$ cat config.mk
export PLATFORM = sky130hd
export DESIGN_NAME = arith_encoder_renormalizer
export DESIGN_NICKNAME = d
export VERILOG_FILES = /design/src/rtl/aer_pkg.sv /design/src/rtl/arith_encoder_renormalizer.sv /design/src/rtl/aer_datapath.sv /design/src/rtl/aer_controller.sv
export SDC_FILE = /design/constraint.sdc
export NUM_CORES = 1
export LEC_CHECK = 0
export ABC_AREA = 1
export BUFFER_PORTS_ARGS = -buffer_cell sky130_fd_sc_hd__buf_2
export CORE_MARGIN = 8
export CORE_UTILIZATION = 40
export CTS_BUF_LIST = sky130_fd_sc_hd__clkbuf_16
export DETAILED_ROUTE_END_ITERATION = 10
export SLEW_MARGIN = 20
export SYNTH_ARGS = -nofsm -noshare
export SYNTH_HDL_FRONTEND = slang
export SYNTH_SLANG_ARGS = --single-unit
$ cat constraint.sdc
create_clock -name clk -period 9.7 [get_ports clk]
set_input_delay 0.485 -clock clk [delete_from_list [all_inputs] [get_ports clk]]
set_output_delay 0.485 -clock clk [all_outputs]
set_load 0.02 [all_outputs]
$ cat src/rtl/aer_pkg.sv
// ----------------------------------------------------------------------------
// aer_pkg
// Shared types and constants for the arithmetic encoder renormaliser.
// ----------------------------------------------------------------------------
package aer_pkg;

  localparam int VALUE_WIDTH_DEF   = 32;
  localparam int PENDING_WIDTH_DEF = 16;

  localparam logic [1:0] OP_START  = 2'd0;
  localparam logic [1:0] OP_RENORM = 2'd1;
  localparam logic [1:0] OP_FINISH = 2'd2;

  typedef struct packed {
    logic [1:0]  operation;
    logic [31:0] low_in;
    logic [31:0] range_in;
  } in_item_t;

  typedef struct packed {
    logic        has_run;
    logic        run_bit;
    logic [15:0] pending_count;
    logic        pending_saturated;
    logic [31:0] low_out;
    logic [31:0] range_out;
    logic        last;
  } out_item_t;

  typedef struct packed {
    logic load;
    logic renorm_step;
    logic finish_step;
    logic close;
  } dp_cmd_t;

  typedef struct packed {
    logic out_free;
    logic renorm_done;
    logic finish_end;
  } dp_status_t;

endpackage

$ cat src/rtl/arith_encoder_renormalizer.sv
// ----------------------------------------------------------------------------
// arith_encoder_renormalizer
// Encoder-side renormalisation with pending bits for a binary arithmetic coder.
// ----------------------------------------------------------------------------
// Input channel (in_valid/in_stall/in_data): one operation with a narrowed
// interval. Start clears the pending count, renormalize doubles the interval
// while range is at most a quarter scale, finish runs the termination passes.
// Output channel (out_valid/out_stall/out_data): one transfer per decided bit
// with its pending run length, then a closing transfer (last set) with the
// normalised low and range.
// One item is worked at a time. The interval loop does one doubling per cycle
// while the result register is free. A single result register holds each
// transfer; while out_stall is high the loop waits and in_stall stays high
// until the closing transfer is loaded.
// Reset (rst, synchronous): pending count zero, interval (0, half scale),
// no result pending.
// ----------------------------------------------------------------------------
module arith_encoder_renormalizer #(
  parameter int VALUE_WIDTH   = aer_pkg::VALUE_WIDTH_DEF,
  parameter int PENDING_WIDTH = aer_pkg::PENDING_WIDTH_DEF
) (
  input  logic               clk,
  input  logic               rst,
  input  logic               in_valid,
  output logic               in_stall,
  input  aer_pkg::in_item_t  in_data,
  output logic               out_valid,
  input  logic               out_stall,
  output aer_pkg::out_item_t out_data
);
  import aer_pkg::*;

  dp_cmd_t    cmd;
  dp_status_t status;

  aer_controller u_ctrl (
    .clk       (clk),
    .rst       (rst),
    .in_valid  (in_valid),
    .in_stall  (in_stall),
    .operation (in_data.operation),
    .status    (status),
    .cmd       (cmd)
  );

  aer_datapath #(
    .VALUE_WIDTH   (VALUE_WIDTH),
    .PENDING_WIDTH (PENDING_WIDTH)
  ) u_dp (
    .clk       (clk),
    .rst       (rst),
    .in_data   (in_data),
    .cmd       (cmd),
    .status    (status),
    .out_valid (out_valid),
    .out_stall (out_stall),
    .out_data  (out_data)
  );

endmodule

$ cat src/rtl/aer_datapath.sv
// ----------------------------------------------------------------------------
// aer_datapath
// Interval registers, pending count, pass counter and result register.
// ----------------------------------------------------------------------------
module aer_datapath #(
  parameter int VALUE_WIDTH   = aer_pkg::VALUE_WIDTH_DEF,
  parameter int PENDING_WIDTH = aer_pkg::PENDING_WIDTH_DEF
) (
  input  logic                clk,
  input  logic                rst,
  input  aer_pkg::in_item_t   in_data,
  input  aer_pkg::dp_cmd_t    cmd,
  output aer_pkg::dp_status_t status,
  output logic                out_valid,
  input  logic                out_stall,
  output aer_pkg::out_item_t  out_data
);
  import aer_pkg::*;

  localparam int PCW = (VALUE_WIDTH > 1) ? $clog2(VALUE_WIDTH) : 1;
  localparam logic [VALUE_WIDTH-1:0] HALF    = {1'b1, {(VALUE_WIDTH-1){1'b0}}};
  localparam logic [VALUE_WIDTH-1:0] QUARTER = HALF >> 1;
  localparam logic [PENDING_WIDTH-1:0] PMAX  = '1;
  localparam logic [PCW-1:0] LAST_PASS       = PCW'(VALUE_WIDTH - 1);

  logic [VALUE_WIDTH-1:0]   low;
  logic [VALUE_WIDTH-1:0]   range;
  logic [PENDING_WIDTH-1:0] pending;
  logic [PCW-1:0]           pass;

  logic [VALUE_WIDTH+31:0]   low_in_ext;
  logic [VALUE_WIDTH+31:0]   range_in_ext;
  logic [VALUE_WIDTH+31:0]   low_out_ext;
  logic [VALUE_WIDTH+31:0]   range_out_ext;
  logic [PENDING_WIDTH+15:0] pend_out_ext;

  logic [VALUE_WIDTH:0]   sum_full;
  logic [VALUE_WIDTH:0]   sum_half;
  logic [VALUE_WIDTH-1:0] rn_low;
  logic                   rn_emit;
  logic                   rn_bit;
  logic [VALUE_WIDTH-1:0] fn_low;
  logic [VALUE_WIDTH-1:0] fn_range;
  logic                   fn_bit;
  logic                   emit;
  logic                   emit_bit;

  assign low_in_ext    = {{VALUE_WIDTH{1'b0}}, in_data.low_in};
  assign range_in_ext  = {{VALUE_WIDTH{1'b0}}, in_data.range_in};
  assign low_out_ext   = {32'b0, low};
  assign range_out_ext = {32'b0, range};
  assign pend_out_ext  = {16'b0, pending};

  assign sum_full = {1'b0, low} + {1'b0, range};
  assign sum_half = {1'b0, low} + {1'b0, range >> 1};

  // one renormalising doubling
  always_comb begin
    rn_low  = low;
    rn_emit = 1'b0;
    rn_bit  = 1'b0;
    if (low >= HALF) begin
      rn_emit = 1'b1;
      rn_bit  = 1'b1;
      rn_low  = low - HALF;
    end else if (sum_full <= {1'b0, HALF}) begin
      rn_emit = 1'b1;
    end else begin
      rn_low = low - QUARTER;
    end
  end

  // one termination pass, before the doubling
  always_comb begin
    fn_low   = low;
    fn_range = range;
    fn_bit   = 1'b0;
    if (sum_half >= {1'b0, HALF}) begin
      fn_bit = 1'b1;
      if (low < HALF) begin
        fn_range = range - (HALF - low);
        fn_low   = '0;
      end else begin
        fn_low = low - HALF;
      end
    end else if (sum_full > {1'b0, HALF}) begin
      fn_range = HALF - low;
    end
  end

  assign emit     = (cmd.renorm_step && rn_emit) || cmd.finish_step;
  assign emit_bit = cmd.finish_step ? fn_bit : rn_bit;

  assign status.out_free    = !out_valid || !out_stall;
  assign status.renorm_done = (pass == LAST_PASS) || (range > QUARTER);
  assign status.finish_end  = (fn_range == HALF) || (pass == LAST_PASS);

  always_ff @(posedge clk) begin
    if (rst) begin
      pending <= '0;
      low     <= '0;
      range   <= HALF;
      pass    <= '0;
    end else if (cmd.load) begin
      pass <= '0;
      unique case (in_data.operation)
        OP_START: begin
          pending <= '0;
          low     <= '0;
          range   <= HALF;
        end
        OP_RENORM, OP_FINISH: begin
          low   <= low_in_ext[VALUE_WIDTH-1:0];
          range <= range_in_ext[VALUE_WIDTH-1:0];
        end
        default: begin
        end
      endcase
    end else if (cmd.renorm_step) begin
      low   <= rn_low << 1;
      range <= range << 1;
      pass  <= pass + 1'b1;
      if (rn_emit) begin
        pending <= '0;
      end else if (pending != PMAX) begin
        pending <= pending + 1'b1;
      end
    end else if (cmd.finish_step) begin
      pending <= '0;
      pass    <= pass + 1'b1;
      // once the range reaches half scale the interval is kept undoubled
      if (fn_range == HALF) begin
        low   <= fn_low;
        range <= fn_range;
      end else begin
        low   <= fn_low << 1;
        range <= fn_range << 1;
      end
    end
  end

  always_ff @(posedge clk) begin
    if (rst) begin
      out_valid <= 1'b0;
    end else if (emit || cmd.close) begin
      out_valid <= 1'b1;
    end else if (!out_stall) begin
      out_valid <= 1'b0;
    end
  end

  always_ff @(posedge clk) begin
    if (emit) begin
      out_data.has_run           <= 1'b1;
      out_data.run_bit           <= emit_bit;
      out_data.pending_count     <= pend_out_ext[15:0];
      out_data.pending_saturated <= (pending == PMAX);
      out_data.low_out           <= '0;
      out_data.range_out         <= '0;
      out_data.last              <= 1'b0;
    end else if (cmd.close) begin
      out_data.has_run           <= 1'b0;
      out_data.run_bit           <= 1'b0;
      out_data.pending_count     <= '0;
      out_data.pending_saturated <= 1'b0;
      out_data.low_out           <= low_out_ext[31:0];
      out_data.range_out         <= range_out_ext[31:0];
      out_data.last              <= 1'b1;
    end
  end

endmodule

$ cat src/rtl/aer_controller.sv
// ----------------------------------------------------------------------------
// aer_controller
// Sequencer: takes an item, steps the doubling loop for renormalize or finish, then closes it.
// ----------------------------------------------------------------------------
module aer_controller (
  input  logic                clk,
  input  logic                rst,
  input  logic                in_valid,
  output logic                in_stall,
  input  logic [1:0]          operation,
  input  aer_pkg::dp_status_t status,
  output aer_pkg::dp_cmd_t    cmd
);
  import aer_pkg::*;

  localparam logic [1:0] S_IDLE   = 2'd0;
  localparam logic [1:0] S_RENORM = 2'd1;
  localparam logic [1:0] S_FINISH = 2'd2;
  localparam logic [1:0] S_CLOSE  = 2'd3;

  logic [1:0] state;
  logic [1:0] state_next;

  assign in_stall = (state != S_IDLE);

  always_comb begin
    state_next = state;
    cmd        = '0;
    unique case (state)
      S_IDLE: begin
        if (in_valid) begin
          cmd.load = 1'b1;
          if (operation == OP_RENORM) begin
            state_next = S_RENORM;
          end else if (operation == OP_FINISH) begin
            state_next = S_FINISH;
          end else begin
            state_next = S_CLOSE;
          end
        end
      end
      S_RENORM: begin
        if (status.out_free) begin
          if (status.renorm_done) begin
            state_next = S_CLOSE;
          end else begin
            cmd.renorm_step = 1'b1;
          end
        end
      end
      S_FINISH: begin
        if (status.out_free) begin
          cmd.finish_step = 1'b1;
          if (status.finish_end) begin
            state_next = S_CLOSE;
          end
        end
      end
      S_CLOSE: begin
        if (status.out_free) begin
          cmd.close  = 1'b1;
          state_next = S_IDLE;
        end
      end
      default: begin
        state_next = S_IDLE;
      end
    endcase
  end

  always_ff @(posedge clk) begin
    if (rst) begin
      state <= S_IDLE;
    end else begin
      state <= state_next;
    end
  end

endmodule

==> impl_metrics.csv, run 1 <==
group,metric,value,unit
setup_path,critPathSlowestCell,"nor2_4",
floorplan,core,0.0384,mm²
setup_path,r2r_slack,3.18,ns
run,drv_cap,0,
floorplan,io-pin-count,156,
logic_synthesis,syn-num-nets,2680,
clock_tree,post-cts-setup-buffers,0,
worst_hold_path,hold_depth,3,
pwr,swShare,56.6,%
setup_path,cp.required,10.06,ns
route,vias_per_cell,5.61,
setup_path,r2r-start,"u_dp.low[1]$_SDFFE_PP0P_",
clock_tree,cts_max_level,4,
sta,fin_crit_sh,67.2,%
pwr,peakVddDrop,0.167,mV
logic_synthesis,seq_area_frac_synth,23.4,%
finish,finalNetCount,2771,
route,drcViolationCount,0,
pwr,p_int,2720,µW
worst_hold_path,hold_path.class,"in2reg",
clock_tree,clkTransAtPathRegs,0.08,ns
sta,setup_slack,3.18,ns
finish,diodes,0,
logic_synthesis,dominantRegCellSynth,"dfxtp_1",
sta,fmaxAchievable,153,MHz
clock_tree,root_buffer,"clkbuf_16",
sta,finalMaxSlewViolations,0,
outcome,status,"completed",
floorplan,die_x,213,µm
sta,max_slew_margin,25.7,%
setup_path,rr_worst_depth,30,
sta,setup-violations-final,0,
finish,fillers,4219,
route,wl_per_cell,19.6,µm
route,drt_iter0_drc,1684,
sta,skew,0.0174,ns
route,via_count,17500,
sta,rsz0062_at_grt,"false",
sta,fin_crit,6.52,ns
clock_tree,cts_tree,"built",
sta,tightestPinTransition,1.11,ns
global_route,grt_pass1_wl,94300,µm
logic_synthesis,synth_seq_cells,172,
global_route,grt.total_usage,26.8,%
global_route,overflow,0,
logic_synthesis,synth_cell_types,52,
global_route,grt_pass1_vias,16300,
finish,mostFrequentLayoutCells,"nand2_1 (670), inv_1 (312), nor2_1 (250)",
setup_path,slowest_delay,0.68,ns
floorplan,dieArea,0.0452,mm²
logic_synthesis,ys_warn_count,0,
clock_tree,numCtsBuffers,17,
pwr,combPwrFrac,67.7,%
pwr,power.density,364,mW/mm²
placed_design,io_buffers,155,
floorplan,fp-row-count,72,
sta,hold_slack,0.301,ns
placed_design,place_congestion,0.986,
route,ant_nets,0,
setup_path,crit_path_start_kind,"flop",
clock_tree,clk_latency,0.47,ns
pwr,p_switching,3540,µW
clock_tree,clock_sinks,172,
setup_path,r2r_end,"u_ctrl.state[1]$_SDFFE_PP0P_",
logic_synthesis,avgSynthCellArea,6.18,µm²
logic_synthesis,synth.cell_area,0.0155,mm²
finish,area_growth_syn_to_layout,11.2,%
logic_synthesis,async_flop_share,0,%
route,dr.pass1.iters,7,
route,routed_wl,61400,µm
logic_synthesis,syn_inst,2501,
clock_tree,cts_hold_buf,0,
finish,layout_commonest_cell,"nand2_1",
placed_design,dpl.hpwl,46700,µm
sta,finalHoldViolCount,0,
clock_tree,cts_buffer_depth,2,
setup_path,criticalPathCategory,"reg2reg",
placed_design,post-place-ws,3.38,ns
global_route,antenna_found_initial,0,
pwr,power.share.clock,11.3,%
sta,setup_tns,0,ns
global_route,grt_max_degree,66,
finish,drive_gt1_share,10.2,%
pwr,cellLeakagePower,0.00846,µW
setup_path,end_kind,"flop",
worst_hold_path,min_from,"in_data[0]",
worst_hold_path,holdPathEnd,"u_dp.range[0]$_SDFFE_PP0P_",
floorplan,dieHeight,213,µm
floorplan,start_util,40.3,%
setup_path,worstPathMaxFanout,61,
setup_path,cpMostUsedCell,"nand2_1",
logic_synthesis,synth_edf_count,18,
pwr,p_seq_share,21.0,%
clock_tree,cts_resized,0,
setup_path,critPathArrivalTime,6.88,ns
-- logic make-up after synthesis --
group	Yosys count	synth area share (%)
compound gates	464	18.3
flops	172	23.4
buf+inv	432	11.0
simple gates	1275	35.6
fa+ha+maj	109	8.97
xor+xnor	49	2.78
-- metrics by stage --
step / total power (µW) / area [µm²] / util (%) / cells
floorplan: 4190 / 15500 / - / 2501
global placement: 5450 / 16600 / 43.3 / 3091
detailed placement: 5480 / 16600 / 43.3 / 3091
CTS: 6200 / 17200 / 44.8 / 3123
global route: 6770 / 17200 / 44.8 / 3123
finish: 6250 / 17200 / 44.8 / 3123
-- flip-flops by register name (all words and copies together) (netlist names) --
register,flops
u_dp.out_data,84
u_dp.low,32
u_dp.range,32
u_dp.pending,16
u_dp.pass,5
u_ctrl.state,2
u_dp.out_valid,1
-- routing by layer --
layer  track usage, %  vias up  share of wire (%)
met2             42.7      706                 45
met5                0        -                  0
met1             36.0     8188                 43
met4             11.7        0                4.1
li1                 -     8515                  -
met3             3.29      112                7.5
-- cell usage after synthesis (8+ instances only) --
cell type,instances,area (µm²)
a211oi_1,49,368
a21o_1,14,105
a21oi_1,176,881
a221oi_1,65,569
a31oi_1,9,56.3
buf_1,12,45.0
buf_2,14,70.1
buf_6,8,90.1
clkbuf_1,76,285
dfxtp_1,154,3080
edfxtp_1,18,541
ha_1,106,1330
inv_1,313,1170
nand2_1,670,2510
nand3_1,201,1010
nand3b_1,27,203
nand4_1,42,263
nor2_1,253,950
nor2_2,13,81.3
nor3_1,22,110
nor4_1,13,81.3
o211ai_1,15,113
o21ai_0,110,551
o21ai_1,9,45.0
or2_2,11,68.8
xor2_1,43,377
-- worst max-delay path: cells and delay by family (launching register included) --
family / cells / cell delay (ns)
AND/OR/NAND/NOR: 21 / 4.09
AO/OA/AOI/OAI: 5 / 1.01
flip-flops: 1 / 0.46
adder cells (fa/ha/maj): 1 / 0.37
XOR/XNOR: 1 / 0.33
buffers and inverters: 2 / 0.13
-- area by class of cell --
cell class	instances	area, µm²	area share (%)
Clock buffer	17	425	2.47
Timing Repair Buffer	182	978	5.69
Sequential cell	172	3620	21.1
Tap cell	518	648	3.77
Inverter	322	1210	7.03
Multi-Input combinational cell	1897	10200	59.1
Clock inverter	15	150	0.873
-- worst max path at each step --
stage | start | end | slack (ns) | depth (start not counted)
2_1_floorplan | u_dp.low[1]$_SDFFE_PP0P_ | u_dp.low[10]$_SDFFE_PP0P_ | 5.62 | 31
6_report | u_dp.low[1]$_SDFFE_PP0P_ | u_ctrl.state[1]$_SDFFE_PP0P_ | 3.18 | 30
4_1_cts | u_dp.low[1]$_SDFFE_PP0P_ | u_ctrl.state[1]$_SDFFE_PP0P_ | 3.37 | 30
5_1_grt | u_dp.low[1]$_SDFFE_PP0P_ | u_ctrl.state[0]$_SDFFE_PP0P_ | 2.73 | 32
3_5_place_dp | u_dp.low[1]$_SDFFE_PP0P_ | u_ctrl.state[1]$_SDFFE_PP0P_ | 3.38 | 30
3_3_place_gp | u_dp.low[1]$_SDFFE_PP0P_ | u_ctrl.state[0]$_SDFFE_PP0P_ | 3.40 | 30
-- power groups by stage --
stage / clock network (µW) / logic, µW / registers, µW
2_1_floorplan: 0 / 2810 / 1380
3_3_place_gp: 0 / 4140 / 1310
3_5_place_dp: 0 / 4160 / 1320
4_1_cts: 715 / 4180 / 1300
5_1_grt: 742 / 4680 / 1340
6_report: 705 / 4230 / 1320
No activity file was read; power rests on OpenSTA's default activity.
==> run 2: changes to the inputs <==
Clock period 9.7 ns to 6.7 ns, I/O delays scaled along.
==> run 2 against run 1 <==
Cell area up 0.63%. Via count shrank 0.58%. Highest routed layer unchanged. Sequential power increased by 43%. Utilization increased by 0.28 points. Hold slack lost 0.15 ns.
==> impl_metrics.csv, run 2 (synthesis results as in run 1) <==
group,metric,value,unit
outcome,status,"completed",
run,drv_cap,0,
finish,reg.largest.list,"u_dp.out_data: 84 flops, u_dp.low: 32 flops, u_dp.range: 32 flops",
global_route,antenna_found_initial,0,
setup_path,worstSetupEndpoint,"u_dp.low[1]$_SDFFE_PP0P_",
route,ant_nets,0,
setup_path,r2r-start,"u_dp.low[1]$_SDFFE_PP0P_",
route,dr.pass1.iters,6,
setup_path,crit_path_start_kind,"flop",
finish,layout_commonest_cell,"nand2_1",
floorplan,core,0.0384,mm²
sta,setup-violations-final,0,
placed_design,post-place-ws,1.38,ns
finish,fillers,4156,
finish,largest_reg_flops,84,
placed_design,dpl.hpwl,47200,µm
sta,rsz0062_at_grt,"false",
finish,diodes,0,
finish,fin_util,45.1,%
setup_path,crit_path_start,"u_dp.low[1]$_SDFFE_PP0P_",
clock_tree,cts_max_level,4,
route,vias_per_cell,5.56,
route,drcViolationCount,0,
sta,finalHoldViolCount,0,
setup_path,criticalPathCategory,"reg2reg",
setup_path,end_kind,"flop",
finish,layoutNonFillerInstCount,3133,
clock_tree,cts_hold_buf,0,
floorplan,fp-row-count,72,
setup_path,r2r_end,"u_dp.low[1]$_SDFFE_PP0P_",
worst_hold_path,hold_path.class,"in2reg",
route,drt_iter0_drc,1643,
pwr,peakVddDrop,0.240,mV
global_route,grt_pass1_wl,93600,µm
pwr,power.density,525,mW/mm²
sta,finalMaxSlewViolations,0,
setup_path,rr_worst_depth,30,
sta,skew,0.0137,ns
floorplan,dieArea,0.0452,mm²
sta,setup_slack,1.18,ns
clock_tree,cts_resized,0,
clock_tree,post-cts-setup-buffers,0,
sta,fin_crit_sh,82.4,%
floorplan,start_util,40.3,%
route,wl_per_cell,19.6,µm
floorplan,dieHeight,213,µm
clock_tree,root_buffer,"clkbuf_16",
setup_path,slowest_delay,0.45,ns
clock_tree,cts_buffer_depth,2,
route,routed_wl,61300,µm
sta,max_slew_margin,30.2,%
setup_path,critPathArrivalTime,5.89,ns
setup_path,critPathSlowestCell,"dfxtp_1",
global_route,grt.total_usage,26.5,%
route,via_count,17400,
finish,mostFrequentLayoutCells,"nand2_1 (669), inv_1 (312), nor2_1 (250)",
sta,fin_crit,5.52,ns
sta,setup_tns,0,ns
finish,regMostFlops,"u_dp.out_data",
floorplan,io-pin-count,156,
sta,fmaxAchievable,181,MHz
setup_path,cp.required,7.07,ns
global_route,grt_max_degree,69,
pwr,cellLeakagePower,0.00853,µW
finish,area_growth_syn_to_layout,11.9,%
placed_design,place_congestion,0.964,
placed_design,io_buffers,155,
global_route,overflow,0,
finish,drive_gt1_share,10.6,%
clock_tree,clk_latency,0.45,ns
clock_tree,numCtsBuffers,17,
global_route,grt_pass1_vias,16400,
clock_tree,clkTransAtPathRegs,0.08,ns
clock_tree,cts_tree,"built",
floorplan,die_x,213,µm
finish,finalNetCount,2781,
setup_path,worstPathMaxFanout,34,
setup_path,r2r_slack,1.18,ns
placed_design,dp.cells,3101,
clock_tree,clock_sinks,172,
sta,tightestPinTransition,1.05,ns
sta,hold_slack,0.153,ns
setup_path,cpMostUsedCell,"nand2_1",
-- run 2: changes by cell type in the layout (fill, tap and decap cells not counted) --
| cell | delta |
|---|---|
| buf_4 | +9 |
| clkinv_4 | -1 |
| inv_12 | +1 |
| clkinvlp_4 | -1 |
| buf_12 | +1 |
| inv_6 | +5 |
| nand2_2 | +1 |
| clkinv_8 | +2 |
| inv_4 | -2 |
| nand2_1 | -1 |
| inv_8 | -4 |
-- run 2: worst min path at each step --
stage	depth (start not counted)	from	slack [ns]	endpoint
final	3	in_data[0]	0.15	u_dp.range[0]$_SDFFE_PP0P_
after detailed placement	2	u_dp.out_data[18]$_SDFFE_PN0P_	0.45	u_dp.out_data[18]$_SDFFE_PN0P_
after global placement	2	u_dp.out_data[18]$_SDFFE_PN0P_	0.45	u_dp.out_data[18]$_SDFFE_PN0P_
after global routing	3	in_data[0]	0.14	u_dp.range[0]$_SDFFE_PP0P_
after CTS	3	in_data[0]	0.14	u_dp.range[0]$_SDFFE_PP0P_
after floorplan	2	u_dp.pending[10]$_SDFFE_PP0P_	0.44	u_dp.pending[10]$_SDFFE_PP0P_
-- run 2: area by class of cell --
type | count | area, µm² | share of cell area [%]
clock buffer | 17 | 425 | 2.46
clock inverter | 15 | 169 | 0.976
inverter | 322 | 1210 | 6.98
multi-input combinational | 1897 | 10200 | 58.7
sequential | 172 | 3620 | 20.9
tap | 518 | 648 | 3.75
timing repair buffer | 192 | 1070 | 6.16
-- run 2: stage by stage --
step                      instance area [µm²]  power [µW]
after floorplan                         15500        6070
after global routing                    17300        9830
after detailed placement                16700        7970
final                                   17300        9090
after global placement                  16700        7940
after CTS                               17300        9020
-- run 2: report_power, final --
| group | internal, µW | total, µW | leakage, µW | switching, µW |
|---|---|---|---|---|
| sequential | 1430 | 1890 | 0.00144 | 467 |
| clock | 504 | 1030 | 0.000288 | 530 |
| combinational | 2030 | 6160 | 0.00680 | 4130 |
-- run 2: layer usage --
layer | vias to the layer above | global-route usage, % | routed length [µm]
met3 | 123 | 4.23 | 5080
met5 | - | 0 | 0
li1 | 8525 | - | -
met2 | 737 | 42.9 | 27900
met4 | 0 | 10.7 | 2350
met1 | 8034 | 34.8 | 26000
-- run 2: critical path, delay by kind of cell, from the launching register on --
kind                     cells  cell delay (ns)
adder cells (fa/ha/maj)      1             0.37
AND/OR/NAND/NOR             20             2.82
XOR/XNOR                     1             0.30
buffers and inverters        4             0.48
AO/OA/AOI/OAI                4             1.02
flip-flops                   1             0.45
